### config.mk
export PLATFORM = sky130hd
export DESIGN_NAME = gm3_ctrl
export DESIGN_NICKNAME = d
export VERILOG_FILES = /design/src/design/gm3_pkg.sv /design/src/design/gm3_ctrl.sv
export SDC_FILE = /design/constraint.sdc
export NUM_CORES = 1
export LEC_CHECK = 0
export ABC_AREA = 1
export BUFFER_PORTS_ARGS = -buffer_cell sky130_fd_sc_hd__buf_2
export CORE_MARGIN = 3
export CORE_UTILIZATION = 40
export DETAILED_ROUTE_END_ITERATION = 16
export PLACE_DENSITY_LB_ADDON = 0.05
export SYNTH_ARGS = -nofsm -noshare
export SYNTH_HDL_FRONTEND = slang
export SYNTH_SLANG_ARGS = --single-unit
### constraint.sdc
create_clock -name aclk -period 3.8 [get_ports aclk]
set_input_delay 0.76 -clock aclk [delete_from_list [all_inputs] [get_ports aclk]]
set_output_delay 0.76 -clock aclk [all_outputs]
set_load 0.02 [all_outputs]
### src/design/gm3_pkg.sv
// Shared types and constants of the 3D geometric median block.
// Used through scoped names by every module of the block but gm3_ram; depends on nothing.
package gm3_pkg;

    localparam int MAX_POINTS = 1024;
    localparam int ADDR_W     = $clog2(MAX_POINTS);
    localparam int CNT_W      = ADDR_W + 1;
    localparam int COORD_W    = 32;
    localparam int PT_W       = 3 * COORD_W;
    localparam int SUM_W      = COORD_W + ADDR_W;
    localparam int IT_W       = 8;
    localparam int EPS_W      = 32;
    localparam int THR_W      = 16;
    localparam int THR_SHIFT  = 12;
    localparam int W_W        = 44;
    localparam int WS_W       = W_W + ADDR_W;
    localparam int ACC_W      = 86;
    localparam int COST_W     = 64;
    localparam int ROOT_W     = 32;
    localparam int DIST_W     = ROOT_W + 1;
    localparam int SQR_W      = ROOT_W + 2;
    localparam int STEP_W     = 6;
    localparam int CFG_IDX_W  = 2;
    localparam int CFG_DATA_W = 32;
    localparam int OUT_W      = PT_W + IT_W;
    localparam int REASON_W   = 2;

    localparam logic [CNT_W-1:0]  FULL_CNT       = CNT_W'(MAX_POINTS);
    localparam logic [STEP_W-1:0] STEP_LAST_SHORT = STEP_W'(COORD_W - 1);
    localparam logic [STEP_W-1:0] STEP_LAST_LONG  = STEP_W'(W_W - 1);
    localparam logic [4:0]        SQRT_LAST       = 5'd31;

    // register indexes
    localparam logic [CFG_IDX_W-1:0] REG_MAX_ITER = 2'd0;
    localparam logic [CFG_IDX_W-1:0] REG_EPS      = 2'd1;
    localparam logic [CFG_IDX_W-1:0] REG_ZERO_THR = 2'd2;

    localparam logic [IT_W-1:0]  RST_MAX_ITER = 8'd10;
    localparam logic [EPS_W-1:0] RST_EPS      = 32'd66;
    localparam logic [THR_W-1:0] RST_ZERO_THR = 16'd1;

    // stop reasons
    localparam logic [REASON_W-1:0] STOP_LIMIT = 2'd0;
    localparam logic [REASON_W-1:0] STOP_CONV  = 2'd1;
    localparam logic [REASON_W-1:0] STOP_WSUM  = 2'd2;

    typedef enum logic [4:0] {
        S_LOAD,
        S_MEAN_START,
        S_MEAN_WAIT,
        S_ITER_CHECK,
        S_PT_READ,
        S_PT_LATCH,
        S_SQ_MUL,
        S_SQ_ACC,
        S_SQRT_START,
        S_SQRT_WAIT,
        S_PT_CHECK,
        S_W_WAIT,
        S_PW_LO,
        S_PW_MID,
        S_PW_HI,
        S_NEXT_PT,
        S_PASS_END,
        S_EST_START,
        S_EST_WAIT,
        S_ITER_END,
        S_FINISH
    } state_t;

    typedef enum logic [1:0] {
        DIV_MEAN,
        DIV_WEIGHT,
        DIV_EST
    } div_sel_t;

    typedef enum logic [1:0] {
        MUL_SQ,
        MUL_WLO,
        MUL_WHI
    } mul_sel_t;

    typedef struct packed {
        logic     in_take;
        logic     solve_init;
        logic     set_clear;
        logic     div_start;
        div_sel_t div_sel;
        logic     est_load;
        logic     ax_clr;
        logic     ax_inc;
        logic     pass_init;
        logic     pt_latch;
        mul_sel_t mul_sel;
        logic     q_acc;
        logic     sq_start;
        logic     w_load;
        logic     acc_lo;
        logic     acc_hi;
        logic     idx_inc;
        logic     stop_wsum;
        logic     iter_done;
        logic     out_load;
    } cmd_t;

    typedef struct packed {
        logic sq_done;
        logic div_done;
        logic ax_last;
        logic idx_last;
        logic iter_limit;
        logic pt_skip;
        logic wsum_low;
        logic converged;
        logic out_free;
    } stat_t;

endpackage

### src/design/gm3_ctrl.sv
// Controller state machine sequencing loading, mean, Weiszfeld passes and output.
// Depends on gm3_pkg for the state, command and status types.
module gm3_ctrl (
    input  logic           aclk,
    input  logic           aresetn,
    input  logic           s_tvalid,
    input  logic           s_tlast,
    output logic           s_tready,
    input  gm3_pkg::stat_t stat,
    output gm3_pkg::cmd_t  cmd
);

    gm3_pkg::state_t state_reg, state_next;

    always_ff @(posedge aclk) begin
        if (!aresetn) begin
            state_reg <= gm3_pkg::S_LOAD;
        end else begin
            state_reg <= state_next;
        end
    end

    always_comb begin
        state_next  = state_reg;
        cmd         = '0;
        cmd.div_sel = gm3_pkg::DIV_MEAN;
        cmd.mul_sel = gm3_pkg::MUL_SQ;
        s_tready    = 1'b0;

        case (state_reg)
            gm3_pkg::S_LOAD: begin
                s_tready = 1'b1;
                if (s_tvalid) begin
                    cmd.in_take = 1'b1;
                    if (s_tlast) begin
                        cmd.solve_init = 1'b1;
                        cmd.ax_clr     = 1'b1;
                        state_next     = gm3_pkg::S_MEAN_START;
                    end
                end
            end
            gm3_pkg::S_MEAN_START: begin
                cmd.div_start = 1'b1;
                state_next    = gm3_pkg::S_MEAN_WAIT;
            end
            gm3_pkg::S_MEAN_WAIT: begin
                if (stat.div_done) begin
                    cmd.est_load = 1'b1;
                    if (stat.ax_last) begin
                        state_next = gm3_pkg::S_ITER_CHECK;
                    end else begin
                        cmd.ax_inc = 1'b1;
                        state_next = gm3_pkg::S_MEAN_START;
                    end
                end
            end
            gm3_pkg::S_ITER_CHECK: begin
                if (stat.iter_limit) begin
                    state_next = gm3_pkg::S_FINISH;
                end else begin
                    cmd.pass_init = 1'b1;
                    state_next    = gm3_pkg::S_PT_READ;
                end
            end
            gm3_pkg::S_PT_READ: begin
                state_next = gm3_pkg::S_PT_LATCH;
            end
            gm3_pkg::S_PT_LATCH: begin
                cmd.pt_latch = 1'b1;
                cmd.ax_clr   = 1'b1;
                state_next   = gm3_pkg::S_SQ_MUL;
            end
            gm3_pkg::S_SQ_MUL: begin
                state_next = gm3_pkg::S_SQ_ACC;
            end
            gm3_pkg::S_SQ_ACC: begin
                cmd.q_acc = 1'b1;
                if (stat.ax_last) begin
                    state_next = gm3_pkg::S_SQRT_START;
                end else begin
                    cmd.ax_inc = 1'b1;
                    state_next = gm3_pkg::S_SQ_MUL;
                end
            end
            gm3_pkg::S_SQRT_START: begin
                cmd.sq_start = 1'b1;
                state_next   = gm3_pkg::S_SQRT_WAIT;
            end
            gm3_pkg::S_SQRT_WAIT: begin
                if (stat.sq_done) begin
                    state_next = gm3_pkg::S_PT_CHECK;
                end
            end
            gm3_pkg::S_PT_CHECK: begin
                cmd.div_sel = gm3_pkg::DIV_WEIGHT;
                if (stat.pt_skip) begin
                    state_next = gm3_pkg::S_NEXT_PT;
                end else begin
                    cmd.div_start = 1'b1;
                    state_next    = gm3_pkg::S_W_WAIT;
                end
            end
            gm3_pkg::S_W_WAIT: begin
                cmd.div_sel = gm3_pkg::DIV_WEIGHT;
                if (stat.div_done) begin
                    cmd.w_load = 1'b1;
                    cmd.ax_clr = 1'b1;
                    state_next = gm3_pkg::S_PW_LO;
                end
            end
            gm3_pkg::S_PW_LO: begin
                cmd.mul_sel = gm3_pkg::MUL_WLO;
                state_next  = gm3_pkg::S_PW_MID;
            end
            gm3_pkg::S_PW_MID: begin
                cmd.acc_lo  = 1'b1;
                cmd.mul_sel = gm3_pkg::MUL_WHI;
                state_next  = gm3_pkg::S_PW_HI;
            end
            gm3_pkg::S_PW_HI: begin
                cmd.acc_hi = 1'b1;
                if (stat.ax_last) begin
                    state_next = gm3_pkg::S_NEXT_PT;
                end else begin
                    cmd.ax_inc = 1'b1;
                    state_next = gm3_pkg::S_PW_LO;
                end
            end
            gm3_pkg::S_NEXT_PT: begin
                if (stat.idx_last) begin
                    state_next = gm3_pkg::S_PASS_END;
                end else begin
                    cmd.idx_inc = 1'b1;
                    state_next  = gm3_pkg::S_PT_READ;
                end
            end
            gm3_pkg::S_PASS_END: begin
                // keep the estimate when the weights vanish
                if (stat.wsum_low) begin
                    cmd.stop_wsum = 1'b1;
                    state_next    = gm3_pkg::S_FINISH;
                end else begin
                    cmd.ax_clr = 1'b1;
                    state_next = gm3_pkg::S_EST_START;
                end
            end
            gm3_pkg::S_EST_START: begin
                cmd.div_sel   = gm3_pkg::DIV_EST;
                cmd.div_start = 1'b1;
                state_next    = gm3_pkg::S_EST_WAIT;
            end
            gm3_pkg::S_EST_WAIT: begin
                cmd.div_sel = gm3_pkg::DIV_EST;
                if (stat.div_done) begin
                    cmd.est_load = 1'b1;
                    if (stat.ax_last) begin
                        state_next = gm3_pkg::S_ITER_END;
                    end else begin
                        cmd.ax_inc = 1'b1;
                        state_next = gm3_pkg::S_EST_START;
                    end
                end
            end
            gm3_pkg::S_ITER_END: begin
                cmd.iter_done = 1'b1;
                if (stat.converged) begin
                    state_next = gm3_pkg::S_FINISH;
                end else begin
                    state_next = gm3_pkg::S_ITER_CHECK;
                end
            end
            gm3_pkg::S_FINISH: begin
                // hold until the output register can take the result
                if (stat.out_free) begin
                    cmd.out_load  = 1'b1;
                    cmd.set_clear = 1'b1;
                    state_next    = gm3_pkg::S_LOAD;
                end
            end
            default: begin
                state_next = gm3_pkg::S_LOAD;
            end
        endcase
    end

endmodule

== Word-level counts from Yosys, hierarchy flattened ==
Cells that the tools add are included.

* Reductions and logical operators: 7
* Multiplexer cells: 48
* Eq/ne operators: 27

{| class="wikitable"
|+ Operators by type and width
! operator !! count
|-
| 5-bit one-hot mux with 21 select lines || 1
|-
| 5-bit 2-to-1 mux || 10
|-
| 5-bit by 4-bit equality test with 1-bit output, second input constant || 8
|-
| 5-bit equality test, second input constant || 5
|-
| 1-bit 2-to-1 mux || 24
|-
| 5-bit by 3-bit equality test with 1-bit output, second input constant || 4
|-
| 2-bit != test, second input constant || 7
|-
| 5-bit by 2-bit equality test with 1-bit output, second input constant || 2
|-
| 2-bit 2-to-1 mux || 5
|-
| 2-bit OR reduction || 5
|-
| 2-bit one-hot mux with 2 select lines || 2
|-
| 7-bit AND reduction || 1
|-
| 3-bit 2-to-1 mux || 2
|-
| 5-bit by 1-bit equality test with 1-bit output, second input constant || 1
|-
| 5-bit zero test || 1
|-
| 4-bit 2-to-1 mux || 1
|-
| 1-bit one-hot mux with 2 select lines || 2
|-
| 1-bit one-hot mux with 4 select lines || 1
|}

* Output and inout port bits: 23
* Register bits: 5
* Input port bits: 13
* Word-level logic and storage cells: 83

== Depth between registers and ports, before layout ==
* Word-level depth: 3
* Depth in mapped cells: 11
* Depth with buffers taken out: 9

== Worst setup path after synthesis ==
No wires, ideal clock.

* Path kind: input to output
* Start point: in stat[0] (netlist bit)
* End point: out cmd[19] (netlist bit)
* Data arrival time: 1.591 ns
* Slack: 1.449 ns
* Stages on the path: 3
* Data required time: 3.040 ns
* Buffers on the path: 1
* Cell sequence: inv_1 > nor3_1 > buf_4

{| class="wikitable"
|+ RTL lines
! element !! RTL line !! RTL
|-
| start, declared || gm3_ctrl.sv:9 || <nowiki>input gm3_pkg::stat_t stat,</nowiki>
|-
| end, declared || gm3_ctrl.sv:10 || <nowiki>output gm3_pkg::cmd_t cmd</nowiki>
|}

==> summary.md <==
| Metric | Value |
|---|---|
| Outcome | complete, no violations |
| Simple-gate area share of the yosys netlist | 58.7% |
| Detail Route Antenna Nets | 0 |
| FILL cells | 185 |
| Largest family of logic cells by synthesized area | simple AND/OR/NAND/NOR gates |
| DR pass1 iterations | 4 |
| CP arrival | 1740 ps |
| Final WL | 2.24 mm |
| All-Layer GR Usage | 18.4% |
| Via count | 1008 |
| Hold Path Class | register to register |
| Compound-Gate Fraction of Synth Area | 8.24% |
| Starting Density | 45.7% |
| Synth-to-Final Area Change | 23.0% |
| Slew headroom | 67.9% |
| CP Launch Type | register |
| CP max FO | 12 |
| Final TNS setup | 0 ps |
| Initial detailed-routing violation count | 46 |
| Maximum root-to-sink buffer count | 2 |
| Placed cell areas | 890 um2 |
| Mux cell area share after synthesis | 0% |
| Post-CTS setup buffers | 0 |
| Share of layout cells above drive strength 1 | 31.3% |
| Worst vdd ir | 0.000326 V |
| Max-cap check violation count | 0 |
| Worst Skew | 1.88 ps |
| Hpwl dp | 1.87 mm |
| Net Count, Synth | 156 |
| RSZ-0062 raised after global routing | no |
| Clk Latency, worst-skew pair | 240 ps |
| Worst Path Required | 3040 ps |
| Pleak | 0.000552 uW |
| TritonCTS clock tree | done |
| Top Ports | 36 |
| TritonCTS Buffers | 3 |
| Mean Syn Cell Area | 5.21 um2 |
| Drc violations | 0 |
| Cells after synthesis | 143 |
| Peak Freq | 399 MHz |
| Tcrit/Tclk final | 65.9% |
| Max reg flops | 5 |
| Slew Limit Fails | 0 |
| Design Area, Final | 916 um2 |
| Hold_buf cts | 0 |
| Die X-Extent | 49.1 um |
| Largest net degree at the start of global routing | 13 |
| First-pass GRT wire length | 3.58 mm |
| XOR/XNOR share of the synthesized area | 0% |
| Sequential area share after synthesis | 13.4% |
| Adder-Cell Fraction of Synth Area | 0% |
| Post-DR wirelength/cell | 11.2 um |
| Final nets | 190 |
| Ys Warns | 0 |
| Synthesized cell area | 744 um2 |
| Row count | 14 |
| PostCTS Resize Cnt | 0 |
| Crit Path Category | register to output port |
| Synth Register Bits | 5 |
| GPL Wtd Cong | 0.883 |
| Die height | 49.1 um |
| Vias per cell | 5.04 |
| Clock slew at reported path FFs | 40 ps |
| Number of global-route vias before repair | 834 |
| Power per Cell Area | 372 nW/um2 |
| Worst-margin pin slew | 482 ps |
| Grt total ovfl | 0 |
| CTS sink cnt | 5 |
| Port buffer count | 35 |
| Core area | 1630 um2 |
| Initial antenna violation count | 0 |
| Final setup viols | 0 |
| Final hold vios | 0 |
| CTS Root Cell | clkbuf_4 |
| H-tree levels | 1 |
| Tmin final | 2500 ps |
| Die area | 2410 um2 |
| CP Capture Type | output port |
| Number of unique standard cell types used by synthesis | 20 |
| N_diodes | 0 |
-- worst paths after layout --
path                                  start                   endpoint  slack [ps]  depth (start not counted)
hold reg to reg   state_reg[0]$_SDFFE_PN0P_  state_reg[0]$_SDFFE_PN0P_         550                          2
setup / recovery  state_reg[3]$_SDFFE_PN0P_                    cmd[14]        1300                          6
hold / removal    state_reg[0]$_SDFFE_PN0P_  state_reg[0]$_SDFFE_PN0P_         550                          2
setup reg to reg  state_reg[3]$_SDFFE_PN0P_  state_reg[0]$_SDFFE_PN0P_        2140                          9
-- logic make-up after synthesis --
kind of cell           count (synthesis)
AO/OA/AOI/OAI                         11
flip-flops                             5
buffers and inverters                 29
AND/OR/NAND/NOR                       98
-- Yosys cell counts, drive strengths merged --
master | number | area share, %
o22ai | 1 | 0.84
nor2 | 37 | 21
nand4 | 5 | 4.2
nand2 | 37 | 20
nand3 | 16 | 11
buf | 6 | 8.1
nand3b | 1 | 1.0
a31oi | 1 | 0.84
inv | 23 | 12
o21ai | 3 | 2.0
dfxtp | 5 | 13
nor3 | 2 | 1.3
a21oi | 6 | 4.5
-- critical path: stages, from the launching register on --
cell and delay [ps]:
dfxtp_1 390, nor2_2 440, nand3_1 210, nor2_1 160, nor2_1 60, nand3b_1 70, buf_2 160
-- layout make-up --
class | instances | area (um2) | share of cell area, %
clock buffer | 4 | 26.3 | 2.87
inverter | 23 | 86.3 | 9.43
multi-input combinational | 109 | 498 | 54.4
sequential | 5 | 100 | 10.9
tap | 24 | 30.0 | 3.28
timing repair buffer | 35 | 175 | 19.1
-- cells in the final DEF (no fill, tap or decap) --
cell and instances:
a21oi_1 5, a21oi_2 1, a31oi_1 1, buf_2 35, clkbuf_1 1, clkbuf_4 3
dfxtp_1 5, inv_1 18, inv_2 5, nand2_1 34, nand2_2 3, nand3_1 15
nand3_2 1, nand3b_1 1, nand4_1 5, nor2_1 30, nor2_2 7, nor3_1 2
o21ai_0 2, o21ai_1 1, o22ai_1 1
-- metrics by stage --
stage	hold WS (ps)	utilization, %	total power (uW)	setup WS [ps]	cells
5_1_grt	570	56.2	376	1090	200
3_5_place_dp	541	54.6	282	1570	196
4_1_cts	548	56.2	346	1300	200
3_3_place_gp	533	54.6	282	1560	196
2_1_floorplan	504	-	225	1450	143
6_report	548	56.2	341	1300	200
-- power breakdown --
| group | internal [uW] | switching [uW] | total [uW] |
|---|---|---|---|
| Combinational | 66.8 | 141 | 208 |
| Clock | 39.6 | 20.7 | 60.3 |
| Sequential | 60.5 | 12.3 | 72.8 |
-- metal layers --
layer | global-route usage [%] | up-vias | wire, um
met5 | 0 | - | 0
li1 | - | 514 | -
met4 | 3.79 | 0 | 8
met1 | 26.0 | 435 | 958
met2 | 27.2 | 57 | 1010
met3 | 5.20 | 2 | 258
Power figures use the tool's default switching activity.
